File: config.mk
export PLATFORM = sky130hd
export DESIGN_NAME = etfp_div
export DESIGN_NICKNAME = d
export VERILOG_FILES = /design/src/sv/etfp_pkg.sv /design/src/sv/etfp_div.sv
export SDC_FILE = /design/constraint.sdc
export NUM_CORES = 1
export LEC_CHECK = 0
export ABC_AREA = 1
export BUFFER_PORTS_ARGS = -buffer_cell sky130_fd_sc_hd__buf_2
export CORE_ASPECT_RATIO = 0.7
export CORE_MARGIN = 4
export CORE_UTILIZATION = 35
export CTS_CLUSTER_SIZE = 30
export DETAILED_ROUTE_END_ITERATION = 8
export SYNTH_ARGS = -nofsm -noshare
export SYNTH_HDL_FRONTEND = slang
export SYNTH_SLANG_ARGS = --single-unit
File: constraint.sdc
create_clock -name clock -period 5.04 [get_ports clock]
set_input_delay 1.512 -clock clock [delete_from_list [all_inputs] [get_ports clock]]
set_output_delay 1.512 -clock clock [all_outputs]
set_load 0.05 [all_outputs]
File: src/sv/etfp_pkg.sv
// Shared types and constants for the escape-time fractal point unit.
// No dependencies; imported by every module of the block.
package etfp_pkg;

   // Fixed-point value and count widths
   localparam int VAL_W = 64;
   localparam int CNT_W = 16;
   localparam int PROD_W = 2 * VAL_W;
   localparam int HALF_W = VAL_W / 2;

   // Multiplier chain: one cell per 32x32 partial product
   localparam int NUM_CELLS = 4;

   // Colour arithmetic
   localparam int COLOR_W = 31;
   localparam int COLOR_SHIFT = 26;
   localparam int DIV_W = CNT_W + COLOR_SHIFT;
   localparam int DIV_STEP_W = $clog2(DIV_W);
   localparam logic [19:0] COLOR_STEP = 20'hb111f;
   localparam logic [CNT_W-1:0] COLOR_MIN_COUNT = 16'd3;
   localparam logic [COLOR_W-1:0] COLOR_MAX = 31'h7FFF_FFFF;

   // Saturation limits
   localparam logic signed [VAL_W-1:0] SAT_MAX = 64'sh7FFF_FFFF_FFFF_FFFF;
   localparam logic signed [VAL_W-1:0] SAT_MIN = 64'sh8000_0000_0000_0000;

   // Register indexes of the configuration port
   localparam int CSR_IDX_W = 3;
   localparam logic [CSR_IDX_W-1:0] CSR_MAX_ITER = 3'd0;
   localparam logic [CSR_IDX_W-1:0] CSR_EXPONENT = 3'd1;
   localparam logic [CSR_IDX_W-1:0] CSR_CONST_RE = 3'd2;
   localparam logic [CSR_IDX_W-1:0] CSR_CONST_IM = 3'd3;
   localparam logic [CSR_IDX_W-1:0] CSR_PALETTE = 3'd4;

   // Data handed from one multiplier cell to the next
   typedef struct packed {
      logic              neg;
      logic [VAL_W-1:0]  x;
      logic [VAL_W-1:0]  y;
      logic [PROD_W-1:0] acc;
   } etfp_mul_stage_type;

   // Saturating signed add
   function automatic logic signed [VAL_W-1:0] sat_add(
      input logic signed [VAL_W-1:0] a,
      input logic signed [VAL_W-1:0] b
   );
      logic signed [VAL_W:0] s;
      s = {a[VAL_W-1], a} + {b[VAL_W-1], b};
      if (s[VAL_W] != s[VAL_W-1]) begin
         return s[VAL_W] ? SAT_MIN : SAT_MAX;
      end
      return s[VAL_W-1:0];
   endfunction

   // Saturating signed subtract
   function automatic logic signed [VAL_W-1:0] sat_sub(
      input logic signed [VAL_W-1:0] a,
      input logic signed [VAL_W-1:0] b
   );
      logic signed [VAL_W:0] s;
      s = {a[VAL_W-1], a} - {b[VAL_W-1], b};
      if (s[VAL_W] != s[VAL_W-1]) begin
         return s[VAL_W] ? SAT_MIN : SAT_MAX;
      end
      return s[VAL_W-1:0];
   endfunction

endpackage

File: src/sv/etfp_div.sv
// Restoring divider for the colour scale, one quotient bit per cycle.
// Depends on etfp_pkg.
module etfp_div import etfp_pkg::*; (
   input  logic             clock,
   input  logic             reset,
   input  logic             start,
   input  logic [DIV_W-1:0] dividend,
   input  logic [CNT_W-1:0] divisor,
   output logic             done,
   output logic [DIV_W-1:0] quot
);

   logic                  busy_ff;
   logic                  done_ff;
   logic [DIV_STEP_W-1:0] step_ff;
   logic [CNT_W-1:0]      rem_ff;
   logic [DIV_W-1:0]      quot_ff;
   logic [CNT_W:0]        trial;
   logic [CNT_W:0]        diff;
   logic                  fits;

   // Trial subtract of the next partial remainder
   always_comb begin
      trial = {rem_ff, quot_ff[DIV_W-1]};
      diff = trial - {1'b0, divisor};
      fits = trial >= {1'b0, divisor};
   end

   always_ff @(posedge clock) begin
      if (reset) begin
         busy_ff <= 1'b0;
         done_ff <= 1'b0;
      end else begin
         done_ff <= 1'b0;
         if (start) begin
            busy_ff <= 1'b1;
            step_ff <= '0;
            rem_ff <= '0;
            quot_ff <= dividend;
         end else if (busy_ff) begin
            rem_ff <= fits ? diff[CNT_W-1:0] : trial[CNT_W-1:0];
            quot_ff <= {quot_ff[DIV_W-2:0], fits};
            step_ff <= step_ff + DIV_STEP_W'(1);
            if (step_ff == DIV_STEP_W'(DIV_W - 1)) begin
               busy_ff <= 1'b0;
               done_ff <= 1'b1;
            end
         end
      end
   end

   assign done = done_ff;
   assign quot = quot_ff;

endmodule

[Yosys cells after proc, flatten, opt, wreduce, memory -nomap -nowiden]
Index checks and enable logic that the tools add are counted.
Storage, ports and cells
  flip-flop bits (word level): 66
  input port bits: 61
  word-level logic and storage cells: 23
Operators by class
  add/sub/neg operators: 2
  order comparisons: 1
  equality and inequality tests: 1
  muxes and demuxes: 9
  bitwise operators: 2
  reductions and logical operators: 3
Operators by type and width (count)
  two-way mux 42 bit: 2
  two-way mux 16 bit: 2
  greater-or-equal comparator 17 x 16 -> 1 bit: 1
  subtractor 16 bit: 1
  adder 6 x 1 -> 6 bit (second input constant): 1
  equality test 6 bit (second input constant): 1
  two-way mux 6 bit: 1
  two-way mux 1 bit: 4
  OR reduction 3 bit: 1
  inverter 1 bit: 2
  AND reduction 2 bit: 1
  nonzero test 2 bit: 1

[Longest topological paths before layout]
Gate-level depths: netlist of run 1.
  depth after elaboration: 4
  depth in mapped cells: 14
  gate-level depth less buffers: 14

[Worst setup path after synthesis of run 1]
No wires, ideal clock.
  path type: input to register
  start: input start
  end: register quot_ff[0] (netlist: quot[0]) (enable)
  library setup time: 0.509 ns
  data arrival time: 4.766 ns
  slack: -0.235 ns
  stages on the path: 2
  buffers on the path: 0
  cell sequence: clkinv_1 -> a21oi_1
Between the ends
  cells in the longest elaborated chain, start to end: 2
Ends and longest elaborated chain
  from (decl): line etfp_div.sv:6  | input logic start,
  nonzero test 2 bit (no source line)
  AND reduction 2 bit (no source line)
  to (signal assigned): line etfp_div.sv:39  | quot_ff <= dividend;
  to (signal assigned): line etfp_div.sv:42  | quot_ff <= {quot_ff[DIV_W-2:0], fits};
  to (decl): line etfp_div.sv:17  | logic [DIV_W-1:0] quot_ff;
No other way between the ends.
A chain may end at the register's enable or synchronous reset.

[Worst setup path after layout of run 1]
  start: input divisor[10]
  end: register quot_ff[0] (netlist: quot[0]), data pin
Between the ends
  cells in the longest elaborated chain, start to end: 3
Ends and longest elaborated chain
  from (decl): line etfp_div.sv:8  | input logic [CNT_W-1:0] divisor,
  greater-or-equal comparator 17 x 16 -> 1 bit: line etfp_div.sv:26  | fits = trial >= {1'b0, divisor};
  two-way mux 42 bit: line etfp_div.sv:40  | end else if (busy_ff) begin
  two-way mux 42 bit: line etfp_div.sv:35  | if (start) begin
No other way between the ends. The select of a mux whose other input is x is not followed.

==> qor.yml, run 1 <==
placement:
  hpwl_microns: 7640
  gp_congestion: 0.904
  place_inst: 779
  port_buffers: 103
clock_tree:
  clk_latency_ns: 0.33
  clk_pin_slew_ns: 0.05
  cts_tree: "yes"
  cts_made_buffers: 9
  post-cts-setup-buffers: 0
  ctsHoldBuffers: 0
  root_buffer: "clkbuf_16"
  clock-sinks: 66
  clock_path_buffers: 2
  cts_resized: 0
  htreeDepth: 3
floorplanning:
  die_y_microns: 98.5
  start_util_pct: 36.6
  io_pins: 104
  dieWidth_microns: 137
  rows: 32
  dieArea_sq_mm: 0.0135
  core_area_sq_mm: 0.0112
logic_synthesis:
  synth_fp_nets: 614
  synth_fa_ha_area_share_pct: 5.98
  synth_top_family_by_area: "simple AND/OR/NAND/NOR gates"
  yosys_register_bits: 66
  yosys_warnings: 0
  ys.flop_type: "edfxtp_1"
  synth_area_per_cell_sq_um: 7.67
  yosysSeqAreaShare_pct: 47.9
  synth-edff-count: 64
  syn_area_sq_mm: 0.00410
  yosys.area_share.simple_pct: 34.1
  synthXorXnorAreaFrac_pct: 1.28
  synth.area.mux_share_pct: 0
  synth_compound_area_share_pct: 1.95
  synthArstFlopShare_pct: 0
  synthCells: 534
  ys_types: 30
power:
  leakage_nw: 2.66
  ir_drop_mv: 0.178
  p_per_area_mw_per_mm2: 357
timing:
  slew_headroom_pct: 43.7
  max_freq_ghz: 0.314
  timing.setup.tns_ns: 0
  worst_pin_slew_ns: 0.845
  hold_viol: 0
  skew_ns: 0.00760
  rsz0062_at_grt: "no"
  drv_slew: 0
  setup_viol: 0
  finalWorstPathRequiredPeriod_ns: 3.18
  whs_ns: 0.509
  min_period_over_period_pct: 63.2
detailed_routing:
  viasPerCell: 4.59
  ant_nets: 0
  first_iter_violations: 247
  num_vias: 3650
  drt-pass1-iter-count: 4
  wire_per_inst_microns: 13.0
  drt_wl_total_microns: 10300
  drc: 0
global_routing:
  grtUsageTotal_pct: 15.3
  grt_start_max_net_pins: 66
  grt_overflow_total: 0
  grt_pass1_vias: 3356
  antenna_found_initial: 0
  grt_first_pass_wirelength_microns: 16500
layout:
  diodes: 0
  drive_above_1_share_pct: 21.3
  multiInputGateArea_sq_mm: 0.00179
  fillers: 1167
  syn_to_final_growth_pct: 24.6
  instances_no_fill: 795
  seq_area_sq_mm: 0.00196
  final_nets: 717
run_status:
  status: "completed"
setup_path:
  slowest_delay_ns: 0.37
  slowest_stage: "ha_1"
  crit_chain: "buf_2 -> inv_1 -> ha_1 -> nand2_1 -> inv_1 -> nand2_1 -> inv_1 -> nand2_1 -> nor2_2 -> nor2_4 -> nand2_4 -> inv_2 -> o21ai_1"
  cp_top_family: "simple AND/OR/NAND/NOR gates"
  worst-path-buf-inv: 5
  path_class: "primary input to register"
  crit_path_end_kind: "register"
  startpoint: "divisor[10]"
  crit_fanout: 15
  critPathArrivalTime_ns: 3.25
  worst_ep_required_time_ns: 5.10
  rr_startpoint: "rem_ff[7]$_SDFFCE_PP0P_"
  startpoint_type: "primary input"
worst_hold_path:
  min_from: "busy_ff$_SDFF_PP0_"
  hold_class: "register to register"
flow_run:
  cap_violations: 0
==> synth_stat cells, types with 2 or more instances <==
library cell | instances | area, sq um
a21oi_1 | 13 | 65.1
and2_1 | 2 | 12.5
buf_1 | 3 | 11.3
buf_2 | 2 | 10.0
buf_6 | 3 | 33.8
clkbuf_1 | 6 | 22.5
dfxtp_1 | 2 | 40.0
edfxtp_1 | 64 | 1920
ha_1 | 18 | 225
inv_1 | 69 | 259
inv_2 | 5 | 18.8
nand2_1 | 237 | 890
nand2_2 | 3 | 18.8
nand3_1 | 18 | 90.1
nand3b_1 | 9 | 67.6
nand4_1 | 6 | 37.5
nor2_1 | 49 | 184
nor2_2 | 3 | 18.8
nor3_1 | 5 | 25.0
o21ai_0 | 2 | 10.0
xor2_1 | 6 | 52.6
==> final cells by class <==
cell class                      instances  area share (%)
Multi-Input combinational cell        379            35.0
Clock inverter                          6            2.25
Sequential cell                        66            38.4
Tap cell                              153            3.75
Inverter                               75            5.51
Clock buffer                           10            4.49
Timing Repair Buffer                  106            10.5
==> tightest hold or removal path, cell delays in order, from the launching register on <==
cell,delay (ns)
dfxtp_1,0.29
inv_1,0.10
nor3_1,0.07
==> report_power, final <==
group / internal, mW / total [mW] / switching, mW
logic: 0.129 / 0.420 / 0.291
clock network: 0.485 / 0.720 / 0.235
registers: 0.659 / 0.682 / 0.0229
==> sequential cells by signal, summed over array words and instances (netlist names) <==
| register | count |
|---|---|
| rem_ff | 16 |
| busy_ff | 1 |
| quot | 42 |
| step_ff | 6 |
| done | 1 |
==> logic make-up after synthesis <==
family | Yosys count
adders and majority gates | 19
and+or+nand+nor | 338
AOI/OAI and AO/OA | 16
xor gates and xnor gates | 6
DFF | 66
buffers and inverters | 89
==> final timing paths <==
path	endpoint	slack, ns	cells past startpoint
min	done$_SDFF_PP0_	0.51	2
max reg2reg	rem_ff[6]$_SDFFCE_PP0P_	2.71	10
max	quot[0]$_DFFE_PP_	1.86	13
min reg2reg	done$_SDFF_PP0_	0.51	2
==> per-stage QoR <==
| step | setup WS, ns | total power [mW] | utilization, % | cell area [sq um] |
|---|---|---|---|---|
| after floorplan | 1.04 | 1.00 | - | 4100 |
| after global placement | 1.58 | 1.11 | 42.5 | 4760 |
| after detailed placement | 1.55 | 1.11 | 42.5 | 4760 |
| after CTS | 1.90 | 1.84 | 45.5 | 5100 |
| after global routing | 1.70 | 1.92 | 45.5 | 5100 |
| final | 1.86 | 1.82 | 45.5 | 5100 |
==> layout by cell type (no fill, tap or decap), types with 5 or more instances in the layout <==
| cell | n |
|---|---|
| inv_1 | 69 |
| buf_2 | 103 |
| a21oi_1 | 12 |
| nor2_1 | 49 |
| nand3_1 | 18 |
| nor3_1 | 5 |
| inv_2 | 5 |
| nand4_1 | 6 |
| clkbuf_16 | 9 |
| ha_1 | 18 |
| nand3b_1 | 9 |
| xor2_1 | 6 |
| edfxtp_1 | 64 |
| nand2_1 | 237 |
==> metal layers <==
layer / global-route usage (%) / part of all wire, % / vias up
met5: 0 / 0 / -
met4: 3.22 / 0.76 / 0
met3: 4.23 / 5.3 / 7
li1: - / - / 1885
met2: 22.1 / 44 / 100
met1: 22.9 / 50 / 1658
Power figures use the tool's default switching activity.
==> inputs of run 2 (changes only) <==
==> constraint.sdc (replaced) <==
create_clock -name clock -period 2.85 [get_ports clock]
set_input_delay 0.855 -clock clock [delete_from_list [all_inputs] [get_ports clock]]
set_output_delay 0.855 -clock clock [all_outputs]
set_load 0.05 [all_outputs]
==> qor.yml, run 2 (synthesized netlist as in run 1, its figures left out) <==
global_routing:
  grtUsageTotal_pct: 15.7
  grt_start_max_net_pins: 48
  antenna_found_initial: 0
  grt_pass1_vias: 3532
  grt_first_pass_wirelength_microns: 16900
  grt_overflow_total: 0
power:
  p_per_area_mw_per_mm2: 640
  ir_drop_mv: 0.313
  total_power_mw: 3.30
  leakage_nw: 2.69
detailed_routing:
  first_iter_violations: 255
  drt_wl_total_microns: 10500
  num_vias: 3672
  drc: 0
  viasPerCell: 4.60
  wire_per_inst_microns: 13.1
  drt-pass1-iter-count: 5
  ant_nets: 0
clock_tree:
  cts_resized: 0
  clk_latency_ns: 0.32
  htreeDepth: 3
  ctsHoldBuffers: 0
  cts_made_buffers: 9
  clock_path_buffers: 2
  clk_pin_slew_ns: 0.05
  cts_tree: "yes"
  root_buffer: "clkbuf_16"
  clock-sinks: 66
  post-cts-setup-buffers: 0
layout:
  layout_common_cells: "nand2_1 (237), buf_2 (103), inv_1 (69)"
  syn_to_final_growth_pct: 25.9
  seq_area_sq_mm: 0.00196
  multiInputGateArea_sq_mm: 0.00179
  fin_area_sq_mm: 0.00516
  drive_above_1_share_pct: 22.0
  diodes: 0
  largest_reg_flops: 42
  final_nets: 721
  fillers: 1145
  final_common_cell: "nand2_1"
  instances_no_fill: 799
floorplanning:
  die_y_microns: 98.5
  rows: 32
  dieWidth_microns: 137
  io_pins: 104
  dieArea_sq_mm: 0.0135
  core_area_sq_mm: 0.0112
  start_util_pct: 36.6
timing:
  worst_pin_slew_ns: 0.534
  slew_headroom_pct: 64.4
  whs_ns: 0.510
  hold_viol: 0
  drv_slew: 0
  timing.setup.tns_ns: 0
  min_period_over_period_pct: 82.9
  rsz0062_at_grt: "no"
  max_freq_ghz: 0.423
  setup_viol: 0
  finalWorstPathRequiredPeriod_ns: 2.36
  skew_ns: 0.00538
placement:
  gp_congestion: 1.02
  port_buffers: 103
  hpwl_microns: 8120
  place_area_sq_mm: 0.00479
  place_inst: 783
setup_path:
  path_class: "primary input to register"
  worst_ep_required_time_ns: 2.93
  crit_path_end_kind: "register"
  critPathArrivalTime_ns: 2.44
  reg2reg_depth: 12
  startpoint_type: "primary input"
  crit_fanout: 15
worst_hold_path:
  hold_class: "register to register"
  min_delay_path_depth: 2
run_status:
  status: "completed"
flow_run:
  cap_violations: 0
-- run 2: cell count changes in the layout (fill, tap and decap cells not counted) --
cell,before,now
clkbuf_1,1,0
bufinv_16,3,4
clkinv_4,2,1
clkinv_2,0,1
buf_4,3,7
-- run 2: per-layer routing --
metal  global-route usage, %  share of wire, %  vias up
met5                       0                 0        -
met4                    4.37              0.83        0
met3                    2.86               6.7        7
met2                    23.0                44      117
met1                    23.6                48     1662
li1                        -                 -     1886
-- run 2: final timing paths --
| path | from | slack, ns | end |
|---|---|---|---|
| worst max register to register | rem_ff[7]$_SDFFCE_PP0P_ | 0.68 | rem_ff[5]$_SDFFCE_PP0P_ |
| worst min register to register | busy_ff$_SDFF_PP0_ | 0.51 | done$_SDFF_PP0_ |
| worst max-delay path | divisor[11] | 0.49 | rem_ff[5]$_SDFFCE_PP0P_ |
| worst min-delay path | busy_ff$_SDFF_PP0_ | 0.51 | done$_SDFF_PP0_ |
-- run 2: cell type report --
class,count,area share [%]
clock buffer,9,4.37
tap,153,3.71
clock inverter,7,2.74
sequential,66,38.0
timing repair buffer,110,11.0
inverter,75,5.46
multi-input combinational,379,34.7
-- run 2: worst max-delay path: stages --
cell	delay, ns
buf_2	0.08
inv_1	0.03
ha_1	0.37
nand2_1	0.13
inv_1	0.10
nand2_1	0.08
inv_1	0.08
nand2_1	0.08
nor2_2	0.13
nor2_4	0.06
nand2_4	0.16
inv_2	0.11
nor2_1	0.11
nor2_1	0.05
-- run 2: per-stage QoR --
stage | utilization, % | setup slack (ns)
global placement | 42.7 | 0.188
global route | 46.0 | 0.342
CTS | 46.0 | 0.520
detailed placement | 42.7 | 0.185
floorplan | - | 0.278
finish | 46.0 | 0.487
-- run 2: power by group --
| part | leakage (nW) | total, mW | internal, mW | switching [mW] |
|---|---|---|---|---|
| logic | 1.88 | 0.755 | 0.233 | 0.522 |
| registers | 0.636 | 1.21 | 1.16 | 0.0408 |
| clock network | 0.176 | 1.34 | 0.942 | 0.400 |
| total | 2.69 | 3.30 | 2.34 | 0.962 |
==> inputs of run 3 (changes only) <==
--- a/config.mk
+++ b/config.mk
@@ -5,7 +5,7 @@
 export SDC_FILE = /design/constraint.sdc
 export NUM_CORES = 1
 export LEC_CHECK = 0
-export ABC_AREA = 1
+export ABC_AREA = 0
 export BUFFER_PORTS_ARGS = -buffer_cell sky130_fd_sc_hd__buf_2
 export CORE_ASPECT_RATIO = 0.7
 export CORE_MARGIN = 4
==> constraint.sdc (replaced) <==
create_clock -name clock -period 2.2 [get_ports clock]
set_input_delay 0.66 -clock clock [delete_from_list [all_inputs] [get_ports clock]]
set_output_delay 0.66 -clock clock [all_outputs]
set_load 0.05 [all_outputs]
==> qor.yml, run 3 <==
run_status:
  status: "finished, violations left"
  violations: "negative setup slack"
setup_path:
  rr_startpoint: "rem_ff[7]$_SDFFCE_PP0P_"
  r2r_end: "rem_ff[2]$_SDFFCE_PP0P_"
  reg2reg_depth: 8
  path_class: "register to register"
  r2r_slack_ns: -0.21
  worst-path-buf-inv: 1
  crit_fanout: 5
  crit_path_end_kind: "register"
  startpoint_type: "register"
  crit_chain: "ha_4 -> nand4_1 -> o21bai_4 -> a211o_1 -> a21oi_4 -> clkbuf_16 -> mux2i_1 -> nor2_1"
  slowest_delay_ns: 0.45
  worst_ep_required_time_ns: 2.27
  critPathArrivalTime_ns: 2.48
  slowest_stage: "edfxtp_1"
  cp_top_family: "compound AO/OA/AOI/OAI gates"
logic_synthesis:
  synth_top_area_share_pct: 49.8
  ys_types: 57
  synth.area.top_cells: "edfxtp_1 (50%), mux2_2 (12%), ha_1 (5.8%), inv_1 (2.5%), nor2_1 (2.3%)"
  synth-edff-count: 64
  synth_area_per_cell_sq_um: 12.0
  syn_area_sq_mm: 0.00386
  yosysSeqAreaShare_pct: 50.8
  synth_fa_ha_area_share_pct: 6.36
  synth.area.mux_share_pct: 14.4
  synth_top_cell_by_area: "edfxtp_1"
  synth_fp_nets: 402
  ys.flop_type: "edfxtp_1"
  synthXorXnorAreaFrac_pct: 2.50
  synthArstFlopShare_pct: 0
  yosys.area_share.simple_pct: 11.3
  synth_top_family_by_area: "multiplexers"
  yosys_register_bits: 66
  synthCells: 322
  yosys-top-cells-count: "edfxtp_1 (64), mux2_2 (41), inv_1 (26)"
  synth.most_common_cell: "edfxtp_1"
  synth_compound_area_share_pct: 10.6
  yosys_warnings: 0
floorplanning:
  dieArea_sq_mm: 0.0128
  rows: 31
  die_y_microns: 95.9
  core_area_sq_mm: 0.0106
  dieWidth_microns: 134
  start_util_pct: 36.6
  io_pins: 104
layout:
  fin_area_sq_mm: 0.00554
  final_common_cell: "buf_2"
  final_nets: 561
  diodes: 0
  fillers: 952
  syn_to_final_growth_pct: 43.6
  drive_above_1_share_pct: 53.6
  layout_common_cells: "buf_2 (103), edfxtp_1 (64), buf_4 (52)"
  largest_reg_flops: 42
  instances_no_fill: 633
  fin_util_pct: 52.5
detailed_routing:
  viasPerCell: 4.76
  drt_wl_total_microns: 9450
  drc: 0
  drt-pass1-iter-count: 4
  num_vias: 3012
  wire_per_inst_microns: 14.9
  first_iter_violations: 115
  ant_nets: 0
clock_tree:
  root_buffer: "clkbuf_16"
  clk_pin_slew_ns: 0.05
  clk_latency_ns: 0.32
  cts_tree: "yes"
  cts_made_buffers: 9
  clock_path_buffers: 2
  htreeDepth: 3
  clock-sinks: 66
placement:
  port_buffers: 103
  hpwl_microns: 7060
  place_area_sq_mm: 0.00506
  place_inst: 611
  gp_congestion: 0.881
  place_ws_ns: -0.553
global_routing:
  grt_overflow_total: 0
  grt_pass1_vias: 3054
  grt_start_max_net_pins: 48
  grtUsageTotal_pct: 15.0
  grt_first_pass_wirelength_microns: 15100
  antenna_found_initial: 0
timing:
  worst_pin_slew_ns: 0.486
  min_period_over_period_pct: 110
  fin_ws_ns: -0.214
  rsz0062_at_grt: "yes"
  drv_slew: 0
  max_freq_ghz: 0.414
  setup_viol: 17
  slew_headroom_pct: 67.3
  finalWorstPathRequiredPeriod_ns: 2.41
  skew_ns: 0.00473
  hold_viol: 0
power:
  total_power_mw: 4.20
  seq_power_share_pct: 37.6
  p_switching_mw: 1.23
  intPower_mw: 2.97
  ir_drop_mv: 0.486
  swShare_pct: 29.3
  clockPowerShare_pct: 31.7
  leakage_nw: 2.33
  pwr-share-comb_pct: 30.7
  p_per_area_mw_per_mm2: 757
worst_hold_path:
  min_delay_path_depth: 2
  min_from: "busy_ff$_SDFF_PP0_"
  hold_class: "register to register"
  hold_end: "busy_ff$_SDFF_PP0_"
flow_run:
  cap_violations: 0
run 3: cell types whose count changed in the layout (fill, tap and decap cells not counted), moves of 8 or more:
cell	previous run	this run
a21oi_2	0	8
buf_4	7	52
ha_1	18	8
ha_4	0	9
inv_1	69	19
mux2_2	0	41
nand2_1	237	12
nand3_1	18	8
nand3b_1	9	1
nor2_1	49	22
run 3: routing by layer:
metal	vias to the layer above	GRT usage, %	wire (microns)
met4	0	4.62	125
met1	1430	19.9	4290
met2	60	23.9	4560
met3	11	4.39	468
met5	-	0	0
li1	1511	-	-
run 3: layout make-up:
cell class,count,area [sq um],share of cell area [%]
Timing Repair Buffer,160,1000,18.1
Inverter,26,115,2.08
Clock inverter,5,46.3,0.835
Tap cell,148,185,3.34
Sequential cell,66,1960,35.4
Multi-Input combinational cell,218,2000,36.1
Clock buffer,10,229,4.13
run 3: cells by family after synthesis:
logic type | Yosys count
AOI/OAI and AO/OA | 55
xor gates and xnor gates | 11
adders and majority gates | 19
buffers and inverters | 38
DFF | 66
muxes | 50
and+or+nand+nor | 83
run 3: power groups by stage:
stage               combinational [mW]  clock (mW)  sequential, mW
global placement                  1.17           0            1.59
floorplan                        0.629           0            1.76
detailed placement                1.18           0            1.60
CTS                               1.24        1.37            1.58
finish                            1.29        1.33            1.58
global route                      1.41        1.44            1.59
run 3: metrics by stage:
step	TNS (ns)	hold slack, ns
finish	-2.54	0.561
global route	-4.29	0.574
CTS	-1.36	0.562
detailed placement	-8.38	0.561
global placement	-7.45	0.532
floorplan	-12.56	0.520
run 3: worst reg2reg max path, cell delays in order, from the launching register on:
cell	delay (ns)
edfxtp_1	0.45
ha_4	0.32
nand4_1	0.16
o21bai_4	0.22
a211o_1	0.32
a21oi_4	0.26
clkbuf_16	0.20
mux2i_1	0.17
nor2_1	0.06
run 3: timing repair:
action                                  4_1_cts  5_1_grt
setup buffers                                 1        5
gates resized for setup                      15       11
endpoints found under the hold margin         0        0
hold buffers                                  0        0
pin swaps                                     6       19
endpoints found under the setup margin       17       17
gates cloned                                  0        1
run 3: worst max-delay path by stage:
stage / cells past startpoint / startpoint / to
global placement: 10 / divisor[14] / rem_ff[1]$_SDFFCE_PP0P_
CTS: 8 / rem_ff[7]$_SDFFCE_PP0P_ / rem_ff[1]$_SDFFCE_PP0P_
finish: 8 / rem_ff[7]$_SDFFCE_PP0P_ / rem_ff[2]$_SDFFCE_PP0P_
global route: 8 / rem_ff[7]$_SDFFCE_PP0P_ / rem_ff[4]$_SDFFCE_PP0P_
detailed placement: 10 / divisor[14] / rem_ff[1]$_SDFFCE_PP0P_
floorplan: 9 / divisor[14] / rem_ff[10]$_SDFFCE_PP0P_
